**config.mk**
```make
export PLATFORM = sky130hd
export DESIGN_NAME = rgb_to_hsv_pixel_converter_core
export DESIGN_NICKNAME = d
export VERILOG_FILES = /design/src/hdl/rgbhsv_pkg.sv /design/src/hdl/rgb_to_hsv_pixel_converter_core.sv /design/src/hdl/rgbhsv_front.sv /design/src/hdl/rgbhsv_cell.sv /design/src/hdl/rgbhsv_back.sv
export SDC_FILE = /design/constraint.sdc
export NUM_CORES = 1
export LEC_CHECK = 0
export CAP_MARGIN = 20
export CORE_UTILIZATION = 65
export CTS_BUF_LIST = sky130_fd_sc_hd__clkbuf_4 sky130_fd_sc_hd__clkbuf_8 sky130_fd_sc_hd__clkbuf_16
export DETAILED_ROUTE_END_ITERATION = 7
export DONT_BUFFER_PORTS = 1
export PLACE_DENSITY_LB_ADDON = 0.3
export SYNTH_ARGS = -nofsm -noshare
export SYNTH_HDL_FRONTEND = slang
export SYNTH_SLANG_ARGS = --single-unit
```
**constraint.sdc**
```tcl
create_clock -name clk -period 22.4 [get_ports clk]
set_input_delay 4.48 -clock clk [delete_from_list [all_inputs] [get_ports clk]]
set_output_delay 4.48 -clock clk [all_outputs]
set_load 0.02 [all_outputs]
```
**src/hdl/rgbhsv_pkg.sv**
```systemverilog
// Shared types, constants and the divider step for the RGB to HSV converter.
// Depends on nothing; every module of the converter imports it.
package rgbhsv_pkg;

  localparam int PIX_W = 8;
  localparam int QUO_W = 16;
  localparam int HUE_W = 15;
  localparam int SAT_W = 16;
  localparam int HNUM_W = 20;
  localparam int HQ_W = 12;

  localparam int HUE_SECTOR = 3840;
  localparam int HUE_OFF_G = 7680;
  localparam int HUE_OFF_B = 15360;
  localparam int HUE_FULL = 23040;
  localparam int SAT_ONE = 32768;

  typedef enum logic [1:0] {
    SEC_RED,
    SEC_GREEN,
    SEC_BLUE
  } sector_t;

  // partial remainder and numerator bits still to bring down / quotient bits so far
  typedef struct packed {
    logic [PIX_W-1:0] rem;
    logic [QUO_W-1:0] word;
  } lane_t;

  typedef struct packed {
    lane_t            hue;
    lane_t            sat;
    logic [PIX_W-1:0] delta;
    logic [PIX_W-1:0] bright;
    sector_t          sector;
    logic             neg;
    logic             last;
  } stage_t;

  // one restoring division step: bring down the next bit, subtract if it fits
  function automatic lane_t div_step(lane_t cur, logic [PIX_W-1:0] dvs);
    logic [PIX_W:0]   part;
    logic [PIX_W+1:0] trial;
    lane_t            res;
    part     = {cur.rem, cur.word[QUO_W-1]};
    trial    = {1'b0, part} - {2'b00, dvs};
    res.word = {cur.word[QUO_W-2:0], ~trial[PIX_W+1]};
    res.rem  = trial[PIX_W+1] ? part[PIX_W-1:0] : trial[PIX_W-1:0];
    return res;
  endfunction

endpackage

```
**src/hdl/rgb_to_hsv_pixel_converter_core.sv**
```systemverilog
// RGB to HSV converter top level: input stage, divider cell row, output stage.
// Depends on rgbhsv_pkg, rgbhsv_front, rgbhsv_cell and rgbhsv_back.
//
//   channel  direction  handshake          payload
//   in_      sink       in_valid/in_stall   red, green, blue, last_pixel
//   out_     source     out_valid/out_stall hue, saturation, brightness, end_of_image
//
// One pixel per clock sustained while out_stall stays low; a beat passes through
// one input stage, sixteen divider cells (one quotient bit each) and one output
// register.
// Reset clears the valid flags only; payload registers are not reset.
// A stall on out_ ripples back through the row one stage per empty slot,
// so in_stall rises only when every stage holds a beat.
module rgb_to_hsv_pixel_converter_core (
  input  logic                          clk,
  input  logic                          rst_n,
  input  logic                          in_valid,
  output logic                          in_stall,
  input  logic [rgbhsv_pkg::PIX_W-1:0]  in_red,
  input  logic [rgbhsv_pkg::PIX_W-1:0]  in_green,
  input  logic [rgbhsv_pkg::PIX_W-1:0]  in_blue,
  input  logic                          in_last_pixel,
  output logic                          out_valid,
  input  logic                          out_stall,
  output logic [rgbhsv_pkg::HUE_W-1:0]  out_hue,
  output logic [rgbhsv_pkg::SAT_W-1:0]  out_saturation,
  output logic [rgbhsv_pkg::PIX_W-1:0]  out_brightness,
  output logic                          out_end_of_image
);
  import rgbhsv_pkg::*;

  stage_t st  [0:QUO_W];
  logic   vld [0:QUO_W];
  logic   rdy [0:QUO_W];

  rgbhsv_front u_front (
    .clk        (clk),
    .rst_n      (rst_n),
    .up_valid   (in_valid),
    .up_stall   (in_stall),
    .red        (in_red),
    .green      (in_green),
    .blue       (in_blue),
    .last_pixel (in_last_pixel),
    .dn_valid   (vld[0]),
    .dn_data    (st[0]),
    .dn_ready   (rdy[0])
  );

  for (genvar k = 0; k < QUO_W; k++) begin : g_cell
    rgbhsv_cell u_cell (
      .clk      (clk),
      .rst_n    (rst_n),
      .up_valid (vld[k]),
      .up_data  (st[k]),
      .up_ready (rdy[k]),
      .dn_valid (vld[k+1]),
      .dn_data  (st[k+1]),
      .dn_ready (rdy[k+1])
    );
  end

  rgbhsv_back u_back (
    .clk          (clk),
    .rst_n        (rst_n),
    .up_valid     (vld[QUO_W]),
    .up_data      (st[QUO_W]),
    .up_ready     (rdy[QUO_W]),
    .out_valid    (out_valid),
    .out_stall    (out_stall),
    .hue          (out_hue),
    .saturation   (out_saturation),
    .brightness   (out_brightness),
    .end_of_image (out_end_of_image)
  );

`ifndef NO_ASSERTIONS
  a_sat_range: assert property (@(posedge clk) disable iff (!rst_n)
    out_valid |-> out_saturation <= SAT_W'(SAT_ONE))
    else $error("saturation above one");

  a_hue_range: assert property (@(posedge clk) disable iff (!rst_n)
    out_valid |-> out_hue < HUE_W'(HUE_FULL))
    else $error("hue not wrapped");

  a_grey_hue: assert property (@(posedge clk) disable iff (!rst_n)
    (out_valid && out_saturation == '0) |-> out_hue == '0)
    else $error("grey pixel with non-zero hue");

  a_full_stall: assert property (@(posedge clk) disable iff (!rst_n)
    in_stall |-> (out_valid && out_stall && vld[0]))
    else $error("input stalled with room in the row");
`endif

endmodule

```
**src/hdl/rgbhsv_front.sv**
```systemverilog
// Input stage: max, min, delta, hue sector and the two dividend set-ups.
// Depends on rgbhsv_pkg.
module rgbhsv_front (
  input  logic                          clk,
  input  logic                          rst_n,
  input  logic                          up_valid,
  output logic                          up_stall,
  input  logic [rgbhsv_pkg::PIX_W-1:0]  red,
  input  logic [rgbhsv_pkg::PIX_W-1:0]  green,
  input  logic [rgbhsv_pkg::PIX_W-1:0]  blue,
  input  logic                          last_pixel,
  output logic                          dn_valid,
  output rgbhsv_pkg::stage_t            dn_data,
  input  logic                          dn_ready
);
  import rgbhsv_pkg::*;

  logic              valid_r;
  stage_t            data_r;
  stage_t            data_nxt;
  logic              ready;
  logic [PIX_W-1:0]  mx;
  logic [PIX_W-1:0]  mn;
  logic [PIX_W-1:0]  delta;
  logic [PIX_W-1:0]  op_p;
  logic [PIX_W-1:0]  op_q;
  logic [PIX_W-1:0]  mag;
  logic [HNUM_W-1:0] hnum;
  sector_t           sector;
  logic              neg;

  always_comb begin
    mx = red;
    mn = red;
    if (green > mx) mx = green;
    if (blue > mx) mx = blue;
    if (green < mn) mn = green;
    if (blue < mn) mn = blue;
    delta = mx - mn;

    priority if (mx == red) begin
      sector = SEC_RED;
    end else if (mx == green) begin
      sector = SEC_GREEN;
    end else begin
      sector = SEC_BLUE;
    end

    unique case (sector)
      SEC_RED: begin
        op_p = green;
        op_q = blue;
      end
      SEC_GREEN: begin
        op_p = blue;
        op_q = red;
      end
      SEC_BLUE: begin
        op_p = red;
        op_q = green;
      end
      default: begin
        op_p = red;
        op_q = green;
      end
    endcase

    neg  = op_p < op_q;
    mag  = neg ? (op_q - op_p) : (op_p - op_q);
    hnum = HNUM_W'(32'(mag) * HUE_SECTOR);

    data_nxt.hue.rem  = {{(PIX_W-(HNUM_W-QUO_W)){1'b0}}, hnum[HNUM_W-1:QUO_W]};
    data_nxt.hue.word = hnum[QUO_W-1:0];
    data_nxt.sat.rem  = {1'b0, delta[PIX_W-1:1]};
    data_nxt.sat.word = {delta[0], {(QUO_W-1){1'b0}}};
    data_nxt.delta    = delta;
    data_nxt.bright   = mx;
    data_nxt.sector   = sector;
    data_nxt.neg      = neg;
    data_nxt.last     = last_pixel;
  end

  assign ready    = !valid_r || dn_ready;
  assign up_stall = !ready;
  assign dn_valid = valid_r;
  assign dn_data  = data_r;

  always_ff @(posedge clk) begin
    if (!rst_n) begin
      valid_r <= 1'b0;
    end else if (ready) begin
      valid_r <= up_valid;
    end
  end

  always_ff @(posedge clk) begin
    if (ready && up_valid) begin
      data_r <= data_nxt;
    end
  end

endmodule

```
**src/hdl/rgbhsv_cell.sv**
```systemverilog
// Divider cell: one quotient bit for hue and one for saturation per beat.
// Depends on rgbhsv_pkg.
module rgbhsv_cell (
  input  logic                clk,
  input  logic                rst_n,
  input  logic                up_valid,
  input  rgbhsv_pkg::stage_t  up_data,
  output logic                up_ready,
  output logic                dn_valid,
  output rgbhsv_pkg::stage_t  dn_data,
  input  logic                dn_ready
);
  import rgbhsv_pkg::*;

  logic   valid_r;
  stage_t data_r;
  stage_t data_nxt;

  always_comb begin
    data_nxt     = up_data;
    data_nxt.hue = div_step(up_data.hue, up_data.delta);
    data_nxt.sat = div_step(up_data.sat, up_data.bright);
  end

  assign up_ready = !valid_r || dn_ready;
  assign dn_valid = valid_r;
  assign dn_data  = data_r;

  always_ff @(posedge clk) begin
    if (!rst_n) begin
      valid_r <= 1'b0;
    end else if (up_ready) begin
      valid_r <= up_valid;
    end
  end

  always_ff @(posedge clk) begin
    if (up_ready && up_valid) begin
      data_r <= data_nxt;
    end
  end

endmodule

```
**src/hdl/rgbhsv_back.sv**
```systemverilog
// Output stage: sign, sector offset and wrap of the hue, grey override,
// and the output register. Depends on rgbhsv_pkg.
module rgbhsv_back (
  input  logic                          clk,
  input  logic                          rst_n,
  input  logic                          up_valid,
  input  rgbhsv_pkg::stage_t            up_data,
  output logic                          up_ready,
  output logic                          out_valid,
  input  logic                          out_stall,
  output logic [rgbhsv_pkg::HUE_W-1:0]  hue,
  output logic [rgbhsv_pkg::SAT_W-1:0]  saturation,
  output logic [rgbhsv_pkg::PIX_W-1:0]  brightness,
  output logic                          end_of_image
);
  import rgbhsv_pkg::*;

  logic             valid_r;
  logic [HUE_W-1:0] hue_r;
  logic [SAT_W-1:0] sat_r;
  logic [PIX_W-1:0] bright_r;
  logic             last_r;
  logic [HUE_W-1:0] hue_nxt;
  logic [SAT_W-1:0] sat_nxt;
  logic [HUE_W-1:0] quo;
  logic [HUE_W-1:0] base;
  logic             grey;

  always_comb begin
    quo  = {{(HUE_W-HQ_W){1'b0}}, up_data.hue.word[HQ_W-1:0]};
    grey = up_data.delta == '0;
    unique case (up_data.sector)
      SEC_RED:   base = (up_data.neg && quo != '0) ? HUE_W'(HUE_FULL) : '0;
      SEC_GREEN: base = HUE_W'(HUE_OFF_G);
      SEC_BLUE:  base = HUE_W'(HUE_OFF_B);
      default:   base = '0;
    endcase
    hue_nxt = up_data.neg ? (base - quo) : (base + quo);
    sat_nxt = up_data.sat.word;
    if (grey) begin
      hue_nxt = '0;
      sat_nxt = '0;
    end
  end

  assign up_ready     = !valid_r || !out_stall;
  assign out_valid    = valid_r;
  assign hue          = hue_r;
  assign saturation   = sat_r;
  assign brightness   = bright_r;
  assign end_of_image = last_r;

  always_ff @(posedge clk) begin
    if (!rst_n) begin
      valid_r <= 1'b0;
    end else if (up_ready) begin
      valid_r <= up_valid;
    end
  end

  always_ff @(posedge clk) begin
    if (up_ready && up_valid) begin
      hue_r    <= hue_nxt;
      sat_r    <= sat_nxt;
      bright_r <= up_data.bright;
      last_r   <= up_data.last;
    end
  end

endmodule

```
==> metrics, run 1 <==
Longest Clk Path Bufs 3; GR Util met1 26.5%; core area 0.0659 mm²; Root Buffer clkbuf_16; cells on worst reg2reg path 12; final total power 4820 µW; initial antenna violation count 0; first drt pass iteration count 5; Reg clk slew, reported paths 0.06 ns; unrepaired setup endpoints after global routing no; Yosys Warn Count 0; leak pwr 0.0182 µW; DR vias/cell 5.75; vias in the first global route 25700; final wirelength 77.2 mm; clock skew 0.0448 ns; top-count cell post-synth edfxtp_1; pwr dens 101 mW/mm²; postcts setup bufs 0; max-slew violation count 0; overall die height 260 µm; Hold WS 0.403 ns; final antenna-violating net count 0; non-filler cells, final 4226; CTS tree built; Rows 94; # resized after CTS 0; endpoints failing setup 0; Hold Fails Final Rpt 0; DRT iter0 DRCs 1677; CP max stage cell nor2_1; P&R area growth vs syn 9.55%; Routed wire per std cell 18.3 µm; actual slew at the worst max-slew pin 1.03 ns; Critical Path AT 14.34 ns; Sequential Power Share 41.3%; die area 0.0678 mm²; I/O Buffers 0; Final #Nets 3665; Hold Path Class reg -> reg; Critical path destination u_front.dn_data[63]; antenna cells 0; Synth Flop Type edfxtp_1; GRT Overall Usage 23.2%; Clk Latency, worst-skew pair 0.65 ns; outcome finished clean; DRC 0; GP Congestion 0.842; critical path peak fanout 32; Fin Setup TNS 0 ns; DP HPWL 53.9 mm; r2r setup slk 18.79 ns; clock sink count 892; share of cells above drive strength 1 11.1%; leading area contributor after synthesis edfxtp_1; GRT met3 Usage 3.61%; maximum clock frequency 71.8 MHz; first-pass GRT wire length 125 mm; startpoint types primary input; critical path type in -> reg; Post-Syn Instances 3216; Final min period 13.93 ns; clock network power share 30.6%; most frequent cells after synthesis edfxtp_1 (874), inv_1 (385), ha_1 (300), nor2_1 (203), mux2_2 (172); number of synthesized flops with an enable pin 874; reg2reg end u_back.hue[14]; Crit path required time 22.81 ns; CP Launch Point in_red[6]; combinational power share 28.1%; Hold-fix buffers, CTS 0; CP peak stage delay 0.77 ns; P_int 3440 µW; CTS buffer count 88; DR vias 24300; Reg area 0.0266 mm²; RR Startpoint g_cell[15].u_cell.dn_data[44]; Yosys reg bits 892; switching pwr 1380 µW; syn_nets 3590; Syn Area/Cell 13.5 µm²; Switching Share 28.7%; Fillers 3973; Crit. End Element flip-flop; H-Tree Depth 3; Syn Std Cell Area 0.0434 mm²; crit share post-route 62.2%; max-cap violation count 0; DP Cell Count 4065; largest net degree at the start of global routing 63; main area contributors after synthesis edfxtp_1 (61%), ha_1 (8.7%), mux2_2 (4.5%); number of library cell types mapped by synthesis 73; share of flip-flops with an asynchronous set or reset 0%; Util after Layout 72.1%; Congestion Overflow GR 0; Synth top area share 60.5%; routing usage on met2 43.2%; Rel. slew slack 31.0%; multi-input logic area 0.0153 mm²; width of the die 260 µm; GR peak layer met2; num ports 71; Initial Utilization 65.9%; peak supply drop 0.542 mV; register area share after synthesis 61.3%
worst min-delay path by stage:
stage,startpoint,end,cells after the start
2_1_floorplan,u_front.dn_data[0],g_cell[0].u_cell.dn_data[0],0
3_3_place_gp,g_cell[3].u_cell.dn_data[2],g_cell[4].u_cell.dn_data[2],0
3_5_place_dp,g_cell[11].u_cell.dn_data[2],g_cell[12].u_cell.dn_data[2],0
4_1_cts,g_cell[5].u_cell.dn_data[20],g_cell[6].u_cell.dn_data[21],0
5_1_grt,g_cell[5].u_cell.dn_data[20],g_cell[6].u_cell.dn_data[21],0
6_report,g_cell[5].u_cell.dn_data[20],g_cell[6].u_cell.dn_data[21],0
registers in the layout (all words and copies together) (netlist names):
name	count
g_cell.u_cell.dn_data	802
g_cell.u_cell.dn_valid	16
u_back.brightness	8
u_back.end_of_image	1
u_back.hue	15
u_back.out_valid	1
u_back.saturation	16
u_front.dn_data	32
u_front.dn_valid	1
per-stage QoR:
| stage | area, µm² | setup WS (ns) |
|---|---|---|
| finish | 47500 | 8.47 |
| CTS | 47500 | 8.59 |
| global route | 47500 | 7.62 |
| detailed placement | 44600 | 7.90 |
| global placement | 44600 | 7.97 |
| floorplan | 43400 | 9.34 |
power by group through the flow:
stage	registers [µW]	logic, µW	clock network (µW)
2_1_floorplan	2010	1100	0
3_3_place_gp	2030	1340	0
3_5_place_dp	2030	1360	0
4_1_cts	1990	1370	1500
5_1_grt	2000	1560	1570
6_report	1990	1350	1480
placed cells by master, fill, tap and decap left out, types with 50 or more instances in the layout:
cell type / instances
a21boi_0: 64
a21oi_1: 108
clkbuf_16: 89
edfxtp_1: 874
ha_1: 300
inv_1: 385
mux2_2: 172
mux2i_1: 69
nand2_1: 102
nand2b_1: 68
nor2_1: 203
nor2b_1: 80
nor3_1: 101
o21ai_0: 155
xnor2_1: 100
xor2_1: 50
routing by layer:
| layer | wire length (µm) | share of wire [%] |
|---|---|---|
| met1 | 30100 | 39 |
| met2 | 41400 | 54 |
| met3 | 3110 | 4.0 |
| met4 | 2560 | 3.3 |
| met5 | 0 | 0 |
cells by family (layout without fill, tap and decap cells):
family,Yosys count,after routing,share of synthesized area (%)
adders and majority gates,345,345,10.7
AOI/OAI and AO/OA,482,482,7.00
buffers and inverters,419,565,3.73
and+or+nand+nor,682,682,7.99
DFF,892,892,61.3
muxes,245,245,6.17
other,1,1,0.00865
xor gates and xnor gates,150,150,3.03
cell type report:
type	count	area share [%]
clock inverter	53	1.16
sequential	892	56.0
inverter	386	3.05
timing repair buffer	18	0.337
multi-input combinational	1905	32.2
clock buffer	108	4.99
tap	864	2.28
critical path: cells and delay by family:
kind / cells / cell delay [ns]
adders and majority gates: 7 / 2.46
AOI/OAI and AO/OA: 17 / 4.06
xor gates and xnor gates: 1 / 0.55
muxes: 2 / 0.54
buffers and inverters: 5 / 0.80
and+or+nand+nor: 6 / 1.44
Note: power is estimated with default switching activity, not from simulation.
==> inputs of run 2 (changes only) <==
Settings changed: CORE_UTILIZATION 65 to 64.
Clock period 22.4 ns to 14.2 ns, I/O delays scaled along.
==> run 2 against run 1 <==
  * Design area hardly changed
  * Global-route usage is 1.3 points lower
  * Combinational power is 60% higher
  * Die area is 1.6% higher
  * Worst setup slack worse by 6.7 ns
  * Largest cell class unchanged
  * Highest routed layer unchanged
==> metrics, run 2 (synthesized netlist as in run 1, its figures left out) <==
most frequent cells in the layout edfxtp_1 (874), inv_1 (385), ha_1 (300); worst setup margin 1.76 ns; die area 0.0688 mm²; endpoints failing setup 0; # resized after CTS 0; clock skew 0.0340 ns; startpoint types primary input; Clk Latency, worst-skew pair 0.64 ns; Crit. End Element flip-flop; final wirelength 74.0 mm; RR Startpoint u_back.out_valid; Critical path destination u_front.dn_data[63]; DR vias/cell 5.72; maximum clock frequency 80.4 MHz; peak supply drop 0.657 mV; max-cap violation count 0; leak pwr 0.0181 µW; num ports 71; CP Launch Point in_red[1]; Congestion Overflow GR 0; DRC 0; DP Cell Count 4076; DR vias 24200; GP Congestion 0.862; antenna cells 0; unrepaired setup endpoints after global routing no; Rel. slew slack 36.2%; crit share post-route 87.6%; CP peak stage delay 0.73 ns; I/O Buffers 0; CTS buffer count 87; GRT Overall Usage 21.9%; DP HPWL 54.3 mm; overall die height 262 µm; Initial Utilization 64.6%; width of the die 262 µm; Routed wire per std cell 17.5 µm; max reg flops 802; DRT iter0 DRCs 1181; Reg clk slew, reported paths 0.06 ns; Final min period 12.44 ns; final antenna-violating net count 0; non-filler cells, final 4235; clock sink count 892; Rows 95; r2r setup slk 10.61 ns; Crit path required time 14.58 ns; critical path type in -> reg; Hold-fix buffers, CTS 0; outcome finished clean; cells on worst reg2reg path 9; largest net degree at the start of global routing 63; P&R area growth vs syn 9.47%; Critical Path AT 12.82 ns; initial antenna violation count 0; first-pass GRT wire length 122 mm; Place WS 1.12 ns; CP max stage cell nor2_1; reg2reg end u_front.dn_data[2]; core area 0.0672 mm²; vias in the first global route 25700; Fillers 4211; most common cell after layout, fill and taps aside edfxtp_1; critical path peak fanout 20; Fin Setup TNS 0 ns; pwr dens 160 mW/mm²; share of cells above drive strength 1 11.1%; Hold Path Class reg -> reg; Final #Nets 3666; Util after Layout 70.7%; max-slew violation count 0; first drt pass iteration count 7; CTS tree built; Root Buffer clkbuf_16; postcts setup bufs 0; Hold Fails Final Rpt 0; H-Tree Depth 3; actual slew at the worst max-slew pin 0.953 ns; Longest Clk Path Bufs 3
run 2: changes by cell type in the layout (fill, tap and decap cells not counted), sizes merged:
cell	delta
inv	-1
buf	+2
bufinv	-2
clkinv	+1
clkinvlp	-1
clkbuf	+1
run 2: stage by stage:
stage          power, µW  hold WS [ns]  area [µm²]
2_1_floorplan       4910         0.400       43400
3_3_place_gp        5330         0.400       44600
3_5_place_dp        5360         0.405       44600
4_1_cts             7640         0.394       47500
5_1_grt             8030         0.398       47500
6_report            7570         0.398       47500
run 2: worst min-delay path by stage:
stage                                              from                            end  slack [ns]  cells after the start
final                     g_cell[13].u_cell.dn_data[27]  g_cell[14].u_cell.dn_data[28]        0.40                      0
after global routing      g_cell[15].u_cell.dn_data[11]           u_back.brightness[7]        0.40                      0
after CTS                 g_cell[15].u_cell.dn_data[11]           u_back.brightness[7]        0.39                      0
after detailed placement            u_front.dn_data[54]   g_cell[0].u_cell.dn_data[55]        0.40                      0
after global placement    g_cell[13].u_cell.dn_data[44]  g_cell[14].u_cell.dn_data[45]        0.40                      0
after floorplan                      u_front.dn_data[0]    g_cell[0].u_cell.dn_data[0]        0.40                      0
run 2: critical path: cells and delay by family:
family / cells / cell delay, ns
AO/OA/AOI/OAI: 16 / 4.19
XOR/XNOR: 1 / 0.40
adder cells (fa/ha/maj): 6 / 2.31
buffers and inverters: 6 / 0.85
multiplexers: 2 / 0.72
AND/OR/NAND/NOR: 7 / 1.48
run 2: layout make-up:
type / instances / area, µm² / area share, %
Clock buffer: 109 / 2410 / 5.07
Clock inverter: 50 / 468 / 0.986
Inverter: 386 / 1450 / 3.06
Multi-Input combinational cell: 1905 / 15300 / 32.2
Sequential cell: 892 / 26600 / 56.0
Tap cell: 873 / 1090 / 2.30
Timing Repair Buffer: 20 / 163 / 0.343
run 2: power breakdown:
| part | leakage, µW | switching (µW) | internal (µW) |
|---|---|---|---|
| Combinational | 0.00874 | 1170 | 988 |
| Clock | 0.00143 | 950 | 1320 |
| Sequential | 0.00798 | 54.0 | 3090 |
| Total | 0.0181 | 2170 | 5400 |
run 2: per-layer routing:
| layer | part of all wire [%] | track usage, % |
|---|---|---|
| met1 | 37 | 22.6 |
| met4 | 3.6 | 9.76 |
| met2 | 56 | 43.3 |
| met5 | 0 | 0 |
| met3 | 3.5 | 3.04 |
